[src/clt_pkg.sv]
// Shared types, codes and helpers for the command line tokenizer.
`default_nettype none
package clt_pkg;

   localparam int MAX_ARGS = 16;
   localparam int CNT_W    = $clog2(MAX_ARGS + 1);
   localparam int IDX_W    = 5;
   localparam int REC_MAX  = 3;

   localparam logic [7:0] CH_SPACE = 8'h20;
   localparam logic [7:0] CH_QUOTE = 8'h22;
   localparam logic [7:0] CH_NUL   = 8'h00;

   typedef enum logic [2:0] {
      MODE_BETWEEN = 3'd0,
      MODE_PLAIN   = 3'd1,
      MODE_QUOTED  = 3'd2,
      MODE_EMBED   = 3'd3,
      MODE_DRAIN   = 3'd4
   } mode_type;

   typedef enum logic [1:0] {
      KIND_BYTE  = 2'd0,
      KIND_END   = 2'd1,
      KIND_DONE  = 2'd2,
      KIND_ERROR = 2'd3
   } kind_type;

   typedef enum logic [1:0] {
      ERR_NONE     = 2'd0,
      ERR_EMPTY    = 2'd1,
      ERR_TOO_MANY = 2'd2,
      ERR_UNTERM   = 2'd3
   } err_type;

   typedef struct packed {
      kind_type           kind;
      logic [7:0]         out_byte;
      logic [IDX_W-1:0]   arg_index;
      err_type            error_code;
      logic               message_end;
   } rec_type;

   // One group of results caused by a single input item.
   typedef struct packed {
      logic               valid;
      logic [1:0]         count;
      rec_type [REC_MAX-1:0] rec;
   } grp_type;

   function automatic logic [IDX_W-1:0] count_idx(input logic [CNT_W-1:0] c);
      logic [CNT_W+IDX_W-1:0] wide;
      wide = {{IDX_W{1'b0}}, c};
      return wide[IDX_W-1:0];
   endfunction

   function automatic logic [IDX_W-1:0] token_idx(input logic [CNT_W-1:0] c);
      logic [CNT_W-1:0] t;
      t = (c == '0) ? '0 : c - 1'b1;
      return count_idx(t);
   endfunction

   function automatic rec_type make_rec(input kind_type k, input logic [7:0] b,
                                        input logic [IDX_W-1:0] idx, input err_type e,
                                        input logic fin);
      rec_type r;
      r.kind        = k;
      r.out_byte    = b;
      r.arg_index   = idx;
      r.error_code  = e;
      r.message_end = fin;
      return r;
   endfunction

endpackage
`default_nettype wire

[src/clt_core.sv]
// Input register, scan mode and argument count, and per-byte result decode.
`default_nettype none
module clt_core (
   input  wire logic            clock,
   input  wire logic            reset,
   input  wire logic            req_tvalid,
   output logic                 req_tready,
   input  wire logic [7:0]      req_tdata,
   input  wire logic            req_tlast,
   input  wire logic            grp_ready,
   output clt_pkg::grp_type     grp
);
   import clt_pkg::*;

   logic             in_valid_ff, in_valid_in;
   logic [7:0]       in_byte_ff;
   logic             in_last_ff;
   mode_type         mode_ff, mode_in;
   logic [CNT_W-1:0] cnt_ff, cnt_in;
   logic             consume;
   logic             accept;
   rec_type [REC_MAX-1:0] recs;
   logic [1:0]       n;

   assign consume    = in_valid_ff && grp_ready;
   assign req_tready = !in_valid_ff || grp_ready;
   assign accept     = req_tvalid && req_tready;

   always_comb begin
      in_valid_in = in_valid_ff;
      if (accept) begin
         in_valid_in = 1'b1;
      end else if (consume) begin
         in_valid_in = 1'b0;
      end
   end

   always_ff @(posedge clock) begin
      if (reset) begin
         in_valid_ff <= 1'b0;
      end else begin
         in_valid_ff <= in_valid_in;
      end
   end

   always_ff @(posedge clock) begin
      if (accept) begin
         in_byte_ff <= req_tdata;
         in_last_ff <= req_tlast;
      end
   end

   // Decode of the registered byte against the current mode.
   always_comb begin
      logic ended;
      recs    = '0;
      n       = 2'd0;
      ended   = 1'b0;
      mode_in = mode_ff;
      cnt_in  = cnt_ff;
      if (mode_ff == MODE_DRAIN) begin
         if (in_last_ff) begin
            mode_in = MODE_BETWEEN;
            cnt_in  = '0;
         end
      end else begin
         if (in_byte_ff != CH_NUL) begin
            case (mode_ff)
               MODE_PLAIN: begin
                  if (in_byte_ff == CH_SPACE) begin
                     recs[n] = make_rec(KIND_END, 8'd0, token_idx(cnt_in), ERR_NONE, 1'b0);
                     n = n + 2'd1;
                     mode_in = MODE_BETWEEN;
                  end else if (in_byte_ff == CH_QUOTE) begin
                     mode_in = MODE_EMBED;
                  end else begin
                     recs[n] = make_rec(KIND_BYTE, in_byte_ff, token_idx(cnt_in),
                                        ERR_NONE, 1'b0);
                     n = n + 2'd1;
                  end
               end
               MODE_QUOTED, MODE_EMBED: begin
                  if (in_byte_ff == CH_QUOTE) begin
                     recs[n] = make_rec(KIND_END, 8'd0, token_idx(cnt_in), ERR_NONE, 1'b0);
                     n = n + 2'd1;
                     mode_in = MODE_BETWEEN;
                  end else begin
                     recs[n] = make_rec(KIND_BYTE, in_byte_ff, token_idx(cnt_in),
                                        ERR_NONE, 1'b0);
                     n = n + 2'd1;
                  end
               end
               default: begin
                  mode_in = MODE_BETWEEN;
                  if (in_byte_ff != CH_SPACE) begin
                     if (cnt_in >= CNT_W'(MAX_ARGS)) begin
                        recs[n] = make_rec(KIND_ERROR, 8'd0, '0, ERR_TOO_MANY, 1'b1);
                        n = n + 2'd1;
                        ended = 1'b1;
                     end else begin
                        cnt_in = cnt_in + 1'b1;
                        if (in_byte_ff == CH_QUOTE) begin
                           mode_in = MODE_QUOTED;
                        end else begin
                           mode_in = MODE_PLAIN;
                           recs[n] = make_rec(KIND_BYTE, in_byte_ff, token_idx(cnt_in),
                                              ERR_NONE, 1'b0);
                           n = n + 2'd1;
                        end
                     end
                  end
               end
            endcase
         end

         if (!ended && (in_byte_ff == CH_NUL || in_last_ff)) begin
            if (mode_in == MODE_PLAIN) begin
               recs[n] = make_rec(KIND_END, 8'd0, token_idx(cnt_in), ERR_NONE, 1'b0);
               n = n + 2'd1;
               recs[n] = make_rec(KIND_DONE, 8'd0, count_idx(cnt_in), ERR_NONE, 1'b1);
               n = n + 2'd1;
            end else if (mode_in == MODE_QUOTED || mode_in == MODE_EMBED) begin
               recs[n] = make_rec(KIND_ERROR, 8'd0, '0, ERR_UNTERM, 1'b1);
               n = n + 2'd1;
            end else if (cnt_in == '0) begin
               recs[n] = make_rec(KIND_ERROR, 8'd0, '0, ERR_EMPTY, 1'b1);
               n = n + 2'd1;
            end else begin
               recs[n] = make_rec(KIND_DONE, 8'd0, count_idx(cnt_in), ERR_NONE, 1'b1);
               n = n + 2'd1;
            end
            ended = 1'b1;
         end

         if (ended) begin
            if (in_last_ff) begin
               mode_in = MODE_BETWEEN;
               cnt_in  = '0;
            end else begin
               mode_in = MODE_DRAIN;
            end
         end
      end
   end

   always_ff @(posedge clock) begin
      if (reset) begin
         mode_ff <= MODE_BETWEEN;
         cnt_ff  <= '0;
      end else if (consume) begin
         mode_ff <= mode_in;
         cnt_ff  <= cnt_in;
      end
   end

   assign grp.valid = in_valid_ff;
   assign grp.count = n;
   assign grp.rec   = recs;

endmodule
`default_nettype wire

[src/clt_serializer.sv]
// Result register for one group of records; hands out one per cycle unless stalled.
`default_nettype none
module clt_serializer (
   input  wire logic            clock,
   input  wire logic            reset,
   input  wire clt_pkg::grp_type grp,
   output logic                 grp_ready,
   output logic                 rsp_tvalid,
   input  wire logic            rsp_tready,
   output clt_pkg::rec_type     rsp_rec
);
   import clt_pkg::*;

   logic                  valid_ff, valid_in;
   logic [1:0]            count_ff;
   logic [1:0]            pos_ff, pos_in;
   rec_type [REC_MAX-1:0] rec_ff;
   logic                  pop;
   logic                  last_pop;
   logic                  load;

   assign pop       = valid_ff && rsp_tready;
   assign last_pop  = pop && (pos_ff == count_ff - 2'd1);
   assign grp_ready = !valid_ff || last_pop;
   assign load      = grp.valid && grp_ready && (grp.count != 2'd0);

   always_comb begin
      valid_in = valid_ff;
      pos_in   = pos_ff;
      if (load) begin
         valid_in = 1'b1;
         pos_in   = 2'd0;
      end else if (last_pop) begin
         valid_in = 1'b0;
         pos_in   = 2'd0;
      end else if (pop) begin
         pos_in   = pos_ff + 2'd1;
      end
   end

   always_ff @(posedge clock) begin
      if (reset) begin
         valid_ff <= 1'b0;
         pos_ff   <= 2'd0;
      end else begin
         valid_ff <= valid_in;
         pos_ff   <= pos_in;
      end
   end

   always_ff @(posedge clock) begin
      if (load) begin
         count_ff <= grp.count;
         rec_ff   <= grp.rec;
      end
   end

   assign rsp_tvalid = valid_ff;
   assign rsp_rec    = rec_ff[pos_ff];

endmodule
`default_nettype wire

[src/command_line_tokenizer_top.sv]
// Top level of the command line tokenizer: streaming byte input, record output.
//
// The req_ channel carries one message byte per item; req_tlast marks the
// final byte of a message, and a zero byte ends the message early. The
// rsp_ channel carries one record per item: a token byte, a token end, the
// done record with the argument count, or an error record. rsp_tlast is set
// on the done or error record that closes a message.
// An accepted byte sits in the input register, where the mode machine decodes
// it into zero to three records; these go into the result register, which
// offers them on rsp_ in order. The first record of a byte is offered once
// the byte has passed the input register and the result register. The result
// register takes a new group as its last record is taken, so bytes flow on
// when the receiver keeps up. A byte that yields two or three records (the
// last byte of a plain token, for example) holds up the next byte, because the
// result register hands out one record per cycle while the receiver is ready.
// When the receiver stalls, the result register holds its record, the input
// register fills, and req_tready drops; nothing is lost or repeated.
// Bytes that follow a message record not closed by req_tlast are dropped up
// to and including the one marked req_tlast.
// Reset clears both registers, returns the scanner to the state between
// arguments and sets the argument count to zero.
`default_nettype none
module command_line_tokenizer_top (
   input  wire logic        clock,
   input  wire logic        reset,
   input  wire logic        req_tvalid,
   output logic             req_tready,
   input  wire logic [7:0]  req_tdata,   // [7:0] in_byte
   input  wire logic        req_tlast,   // last_byte
   output logic             rsp_tvalid,
   input  wire logic        rsp_tready,
   output logic [15:0]      rsp_tdata,   // [7:0] out_byte, [12:8] arg_index,
                                         // [14:13] error_code, [15] zero
   output logic [1:0]       rsp_tuser,   // [1:0] kind
   output logic             rsp_tlast    // message_end
);
   import clt_pkg::*;

   grp_type grp;
   logic    grp_ready;
   rec_type rsp_rec;

   clt_core u_core (
      .clock      (clock),
      .reset      (reset),
      .req_tvalid (req_tvalid),
      .req_tready (req_tready),
      .req_tdata  (req_tdata),
      .req_tlast  (req_tlast),
      .grp_ready  (grp_ready),
      .grp        (grp)
   );

   clt_serializer u_serializer (
      .clock      (clock),
      .reset      (reset),
      .grp        (grp),
      .grp_ready  (grp_ready),
      .rsp_tvalid (rsp_tvalid),
      .rsp_tready (rsp_tready),
      .rsp_rec    (rsp_rec)
   );

   // Records carry a zero byte and index wherever the record kind leaves them unused.
   assign rsp_tdata = {1'b0, rsp_rec.error_code, rsp_rec.arg_index, rsp_rec.out_byte};
   assign rsp_tuser = rsp_rec.kind;
   assign rsp_tlast = rsp_rec.message_end;

endmodule
`default_nettype wire

[config.mk]
export PLATFORM = sky130hd
export DESIGN_NAME = command_line_tokenizer_top
export DESIGN_NICKNAME = d
export VERILOG_FILES = /design/src/clt_pkg.sv /design/src/clt_core.sv /design/src/clt_serializer.sv /design/src/command_line_tokenizer_top.sv
export SDC_FILE = /design/constraint.sdc
export NUM_CORES = 1
export LEC_CHECK = 0
export BUFFER_PORTS_ARGS = -buffer_cell sky130_fd_sc_hd__buf_2
export CELL_PAD_IN_SITES_DETAIL_PLACEMENT = 0
export CELL_PAD_IN_SITES_GLOBAL_PLACEMENT = 1
export CORE_MARGIN = 10
export CORE_UTILIZATION = 34
export DETAILED_ROUTE_END_ITERATION = 8
export HOLD_SLACK_MARGIN = 0.03
export PLACE_DENSITY_LB_ADDON = 0.12
export SLEW_MARGIN = 20
export SYNTH_ARGS = -nofsm -noshare
export SYNTH_HDL_FRONTEND = slang
export SYNTH_HIERARCHICAL = 1
export SYNTH_SLANG_ARGS = --single-unit
[constraint.sdc]
create_clock -name clock -period 5.9 [get_ports clock]
set_input_delay 0.885 -clock clock [delete_from_list [all_inputs] [get_ports clock]]
set_output_delay 0.885 -clock clock [all_outputs]
set_load 0.02 [all_outputs]
### After elaboration in Yosys (flattened, before gate mapping)

Index checks and enable logic that the tools add are counted.

* bits in registers: 77
* output and inout port bits: 21
* logic and storage cells: 152
* input port bits: 13

* $add $sub $neg: 8
* reduce and logical (&&, ||, !) cells: 28
* equality and inequality tests: 12
* mux-type cells: 68
* magnitude comparators: 6
* bitwise logic cells: 7

Operators by type and width (count)
* $bwmux W54: 3
* $mux W18: 9
* $mux W54: 3
* $demux W18 S2: 2
* $mux W5: 12
* $and A14 B42 Y42: 1
* $not A42 Y42: 1
* $and A13 B39 Y39: 1
* $not A39 Y39: 1
* $bmux W18 S2: 1
* $pmux W18 S2: 1
* $mux W3: 11
* $mux W16: 2
* $mux W2: 9
* $mux W17: 1
* $eq A8 B6 Y1 const B: 2
* $logic_not A5 Y1: 3
* $or A5 B15 Y15: 1
* $sub A5 B1 Y5 const B: 3
* $eq A3 B2 Y1 const B: 4
* $mux W1: 12
* $or A4 B12 Y12: 1
* $lt A2 B3 Y1 const B: 3
* $logic_and A1 B1 Y1: 8
* other kinds (21): 34

### Logic depth before layout (Yosys ltp)

Gate-level depths: netlist of the first run.

* depth after elaboration: 17
* gate-level depth with buffers: 11
* mapped depth without buffers: 10

### Modules after synthesis

The synthesis of the first run kept the hierarchy.

By module, submodules not included
* clt_serializer: cells an instance 138, area each 2252.2 µm², sequential area each 1741.7 µm², instances 1
* clt_core: cells an instance 277, area each 2112.0 µm², sequential area each 450.4 µm², instances 1
* command_line_tokenizer_top: cells an instance 2, area each 11.3 µm², sequential area each 0.0 µm², instances 1

### Least setup slack after synthesis of the first run

No wires, ideal clock.

* path kind: flip-flop to flip-flop
* start point: register u_core.in_byte_ff[0]
* end point: register u_serializer.count_ff[0] (enable)
* cell stages (with the launch flop): 11
* arrival: 3891 ps
* library setup time: 419 ps
* data required time: 5481 ps
* clock period less this slack: 4310 ps
* buffers on the path: 0
* path slack: 1590 ps
* cell sequence: edfxtp_1 nor4_4 nand3_1 o31a_1 a21oi_4 inv_2 ha_1 a211oi_1 o21ai_0 inv_1 and2_1

RTL lines
* from (decl): RTL line clt_core.sv:16 `logic [7:0] in_byte_ff;`
* from (signal assigned): RTL line clt_core.sv:48 `in_byte_ff <= req_tdata;`
* to (signal assigned): RTL line clt_serializer.sv:53 `count_ff <= grp.count;`
* to (decl): RTL line clt_serializer.sv:15 `logic [1:0] count_ff;`

==> results.toml, run 1 <==
[status]
status = "completed"

[logic_synthesis]
synth_edf_count = 65
yosysMostFrequentCell = "edfxtp_1"
synth_area_leaders = "edfxtp_1, dfxtp_1, buf_4, mux2i_1, a21oi_1"
synthTopCellsByCount = "edfxtp_1, nand2_1, nor2_1"
synth_ff_type = "edfxtp_1"
ys_seq_area_frac = 0.5010
netlist.area_leader.share = 0.4461
syn_area_sq_mm = 0.004375
synth_top_area_cell = "edfxtp_1"
ys_ff_latch = 77
async_flop_share = 0
synth.distinct_cells = 68
synth.avg_cell_area_sq_um = 10.49
synth_warnings = 6
syn_inst = 417

[sta]
max_slew_margin = 0.2952
final.period_utilization = 0.6688
finalMaxSlewViolations = 0
hold_violations = 0
period_needed_ps = 3946
setup_viol = 0
fmax_mhz = 253.4
finalClockSkew_ps = 6.537
rsz0062_at_grt = "false"
worst_pin_slew_ps = 1048
worst_slack_ps = 1954
tns_ps = 0
hold_ws_ps = 520.1

[die]
initial_utilization = 0.3467
die_h_um = 133.4
io_pins = 34
rows = 41
die_w_um = 133.4
coreArea_sq_mm = 0.01262
die_area_sq_mm = 0.01781

[grt]
grt_pass1_vias = 2962
track_usage = 0.1148
overflow = 0
grt_max_degree = 25
antenna_found_initial = 0
grt_pass1_wl_um = 16320

[finish]
drive_gt1_frac = 0.1614
fill_cells = 1329
syn_to_final_growth_pct = 11.55
layout.nets = 461
diodes = 0

[route]
drt_first_pass_iters = 4
drcViolationCount = 0
drtIter0Drc = 209
wirelength_um = 10100
via_per_inst = 4.972
vias = 3073
ant_nets = 0
wl_per_cell_um = 16.35

[placement]
hpwlAfterDp_um = 7590
place_ws_ps = 1929
gp_congestion = 0.8295
port_buffers = 32

[hold_path]
min_path_type = "register to register"

[cts]
htree_num_levels = 3
cts_tree = "done"
clkTransAtPathRegs_ps = 60
cts_sinks = 77
clockBufferDepth = 2
cts_hold_buf = 0
ctsResizeCount = 0
clk-insertion-delay-late_ps = 340
postCtsSetupRepairBufs = 0
cts_root_buffer = "clkbuf_16"
numCtsBuffers = 9

[critical_path]
required_ps = 5910
path_buf_inv = 3
crit_type = "register to register"
critPathSlowestCell = "nor4_4"
crit_chain = "nor4_4 -> nand3_1 -> o31a_1 -> a21oi_4 -> inv_2 -> ha_1 -> a211oi_1 -> o21ai_0 -> inv_1 -> and2_2 -> buf_4"
crit_fanout = 24
cp-start-kind = "register"
critPathMaxStageDelay_ps = 570
cp_top_family = "simple AND/OR/NAND/NOR gates"
critPathArrivalTime_ps = 3960
end_kind = "register"

[pwr]
p_leak_nw = 1.688
ir_worst_vdd_mv = 0.1894
powerDensity_mw_per_mm2 = 270.9
power_mw = 1.322

[run]
max-cap-violations = 0
==> sequential cells by signal (all words and copies together), names as in the netlist <==
name / count
u_core/in_last_ff: 1
u_core/cnt_ff: 5
u_serializer/count_ff: 2
u_core/in_valid_ff: 1
u_serializer/rsp_tvalid: 1
u_core/in_byte_ff: 8
u_serializer/rec_ff: 54
u_serializer/pos_ff: 2
u_core/mode_ff: 3
==> per-layer routing <==
layer / GRT usage / routed length, um / vias to the layer above
li1: - / - / 1542
met5: 0 / 0 / -
met2: 0.1726 / 4582 / 80
met1: 0.1550 / 4856 / 1441
met3: 0.03008 / 526 / 10
met4: 0.04111 / 138 / 0
==> final timing paths <==
path	slack, ps	depth (start not counted)	endpoint	start
max reg2reg	1950	11	u_serializer/rec_ff[37]$_DFFE_PP_	u_core/in_byte_ff[0]$_DFFE_PP_
min reg2reg	520	2	u_serializer/pos_ff[0]$_SDFFE_PP0P_	u_serializer/rsp_tvalid$_SDFFE_PP0P_
max	1950	11	u_serializer/rec_ff[37]$_DFFE_PP_	u_core/in_byte_ff[0]$_DFFE_PP_
min	520	2	u_serializer/pos_ff[0]$_SDFFE_PP0P_	u_serializer/rsp_tvalid$_SDFFE_PP0P_
==> where the power goes <==
group / internal (mW) / total, mW / switching [mW]
clock network: 0.329 / 0.548 / 0.219
logic: 0.0474 / 0.136 / 0.0884
registers: 0.623 / 0.638 / 0.0154
total: 0.999 / 1.32 / 0.323
==> stage by stage <==
step / instance area (sq um) / utilization / instances
final: 4881 / 0.3868 / 618
after floorplan: 4443 / - / 435
after global placement: 4582 / 0.3631 / 602
after detailed placement: 4582 / 0.3631 / 602
after global routing: 4881 / 0.3868 / 618
after CTS: 4881 / 0.3868 / 618
==> logic make-up (layout without fill, tap and decap cells) <==
| family | count (synthesis) | count (layout) | synth area share |
|---|---|---|---|
| AND/OR/NAND/NOR | 138 | 138 | 0.1673 |
| AO/OA/AOI/OAI | 106 | 106 | 0.1613 |
| flip-flops | 77 | 77 | 0.5010 |
| buffers and inverters | 56 | 67 | 0.07578 |
| multiplexers | 22 | 22 | 0.05061 |
| XOR/XNOR | 9 | 9 | 0.02230 |
| adder cells (fa/ha/maj) | 7 | 7 | 0.02002 |
| other | 2 | 20 | 0.001716 |
==> cell usage in the layout (no fill, tap or decap), types with 3 or more instances in the layout <==
| cell | instances |
|---|---|
| xor2_1 | 4 |
| xnor2_1 | 4 |
| conb_1 | 20 |
| nand2_1 | 33 |
| a21oi_1 | 30 |
| a31oi_1 | 3 |
| or4_1 | 3 |
| nand3_1 | 12 |
| ha_1 | 7 |
| nor2_1 | 31 |
| nand4_1 | 4 |
| clkbuf_16 | 9 |
| nor2b_1 | 3 |
| nor3_1 | 11 |
| and2_1 | 9 |
| o21ai_1 | 18 |
| a22oi_1 | 3 |
| mux2i_1 | 21 |
| o21ai_0 | 14 |
| nand2b_1 | 8 |
| buf_4 | 6 |
| inv_1 | 11 |
| a211oi_1 | 3 |
| o22ai_1 | 3 |
| dfxtp_1 | 12 |
| or3_1 | 3 |
| and3_1 | 6 |
| edfxtp_1 | 65 |
| buf_2 | 32 |
==> cell type report <==
class                   count  area, sq um  share of cell area
clock buffers               9        225.2             0.04614
repair buffers             38        205.2             0.04204
inverters                  13        48.80            0.009997
multi-input cells         302         1921              0.3935
well taps                 172        215.2             0.04409
clock inverters             7        73.82             0.01512
flip-flops and latches     77         2192              0.4491
==> worst register-to-register path, stage by stage, from the launching register on <==
cell      delay [ps]
edfxtp_1         420
nor4_4           570
nand3_1          270
o31a_1           430
a21oi_4          270
inv_2            130
ha_1             300
a211oi_1         260
o21ai_0          180
inv_1            110
and2_2           310
buf_4            360
Power figures use the tool's default switching activity.
==> inputs of run 2 (changes only) <==
Clock period 5.9 ns to 3.4 ns, I/O delays scaled along.
==> results.toml, run 2 (synthesis gave the netlist of run 1 again) <==
[grt]
grt_pass1_wl_um = 16660
track_usage = 0.1184
grt_max_degree = 23
antenna_found_initial = 0
overflow = 0
grt_pass1_vias = 3136

[die]
die_w_um = 133.4
rows = 41
coreArea_sq_mm = 0.01262
die_h_um = 133.4
initial_utilization = 0.3467
die_area_sq_mm = 0.01781
io_pins = 34

[route]
drt_first_pass_iters = 4
ant_nets = 0
wirelength_um = 10240
wl_per_cell_um = 15.95
vias = 3127
via_per_inst = 4.871
drcViolationCount = 0
drtIter0Drc = 247

[finish]
layout.nets = 485
drive_gt1_frac = 0.2106
largest_register_ffs = 54
fin_cells = 642
final_core_util = 0.4039
top_register = "u_serializer/rec_ff"
syn_to_final_growth_pct = 16.50
largest_registers = "u_serializer/rec_ff (54), u_core/in_byte_ff (8), u_core/cnt_ff (5)"
final_common_cell = "edfxtp_1"
diodes = 0
layout_common_cells = "edfxtp_1, nand2_1, buf_2"
fin_area_sq_mm = 0.005097

[sta]
worst_pin_slew_ps = 738.2
period_needed_ps = 3168
worst_slack_ps = 231.9
fmax_mhz = 315.6
rsz0062_at_grt = "false"
finalClockSkew_ps = 7.585
tns_ps = 0
hold_ws_ps = 338.0
hold_violations = 0
final.period_utilization = 0.9318
setup_viol = 0
max_slew_margin = 0.5010
finalMaxSlewViolations = 0

[critical_path]
crit_fanout = 10
required_ps = 3450
critPathArrivalTime_ps = 3220
cp-start-kind = "register"
r2r-start = "u_core/in_byte_ff[4]$_DFFE_PP_"
end_kind = "register"
crit_type = "register to register"
startpoint = "u_core/in_byte_ff[4]$_DFFE_PP_"

[cts]
cts_root_buffer = "clkbuf_16"
clk-insertion-delay-late_ps = 340
cts_sinks = 77
clockBufferDepth = 2
numCtsBuffers = 9
clkTransAtPathRegs_ps = 60
htree_num_levels = 3
cts_tree = "done"

[pwr]
powerDensity_mw_per_mm2 = 456.6
power_mw = 2.327
p_leak_nw = 1.819
ir_worst_vdd_mv = 0.2179

[placement]
place_ws_ps = 53.42
port_buffers = 32
placed_cell_area_sq_mm = 0.004763
place_inst = 622
gp_congestion = 0.8634
hpwlAfterDp_um = 7753

[hold_path]
hp-start = "req_tlast"
min_path_type = "input port to register"

[status]
status = "completed"

[run]
max-cap-violations = 0
==> run 2: final timing paths <==
check / slack [ps] / to / cells past startpoint
setup / recovery: 230 / u_serializer/rec_ff[38]$_DFFE_PP_ / 12
hold / removal: 340 / u_core/in_last_ff$_DFFE_PP_ / 1
setup reg to reg: 230 / u_serializer/rec_ff[38]$_DFFE_PP_ / 12
hold reg to reg: 530 / u_serializer/pos_ff[0]$_SDFFE_PP0P_ / 2
==> run 2: cell type report <==
type,count,area (sq um)
fillers,1276,7522
inverters,13,48.80
flip-flops and latches,77,2192
clock inverters,7,73.82
repair buffers,62,410.4
well taps,172,215.2
multi-input cells,302,1932
clock buffers,9,225.2
==> run 2: where the power goes <==
part / switching [mW] / internal (mW)
combinational: 0.161 / 0.101
clock: 0.390 / 0.572
sequential: 0.0236 / 1.08
total: 0.575 / 1.75
==> run 2: worst max-delay path, stage by stage (launching register included) <==
cell and delay [ps]:
edfxtp_1 420, nor4_4 280, buf_4 210, nand3_2 90, o31a_1 350, a21oi_4 290
inv_2 60, ha_1 300, a211oi_2 230, o21ai_1 120, inv_1 100, and2_4 220
buf_4 200
==> run 2: layer usage <==
metal,GRT usage,routed length [um],up-vias
met5,0,0,-
met4,0.04232,167,0
met3,0.03308,382,13
met2,0.1770,4482,58
met1,0.1594,5208,1471
li1,-,-,1585
==> run 2: what timing repair did <==
item	4_1_cts	5_1_grt
resized for setup	0	1
hold buffers	0	0
buffers inserted	0	4
endpoints found under the setup margin	0	56
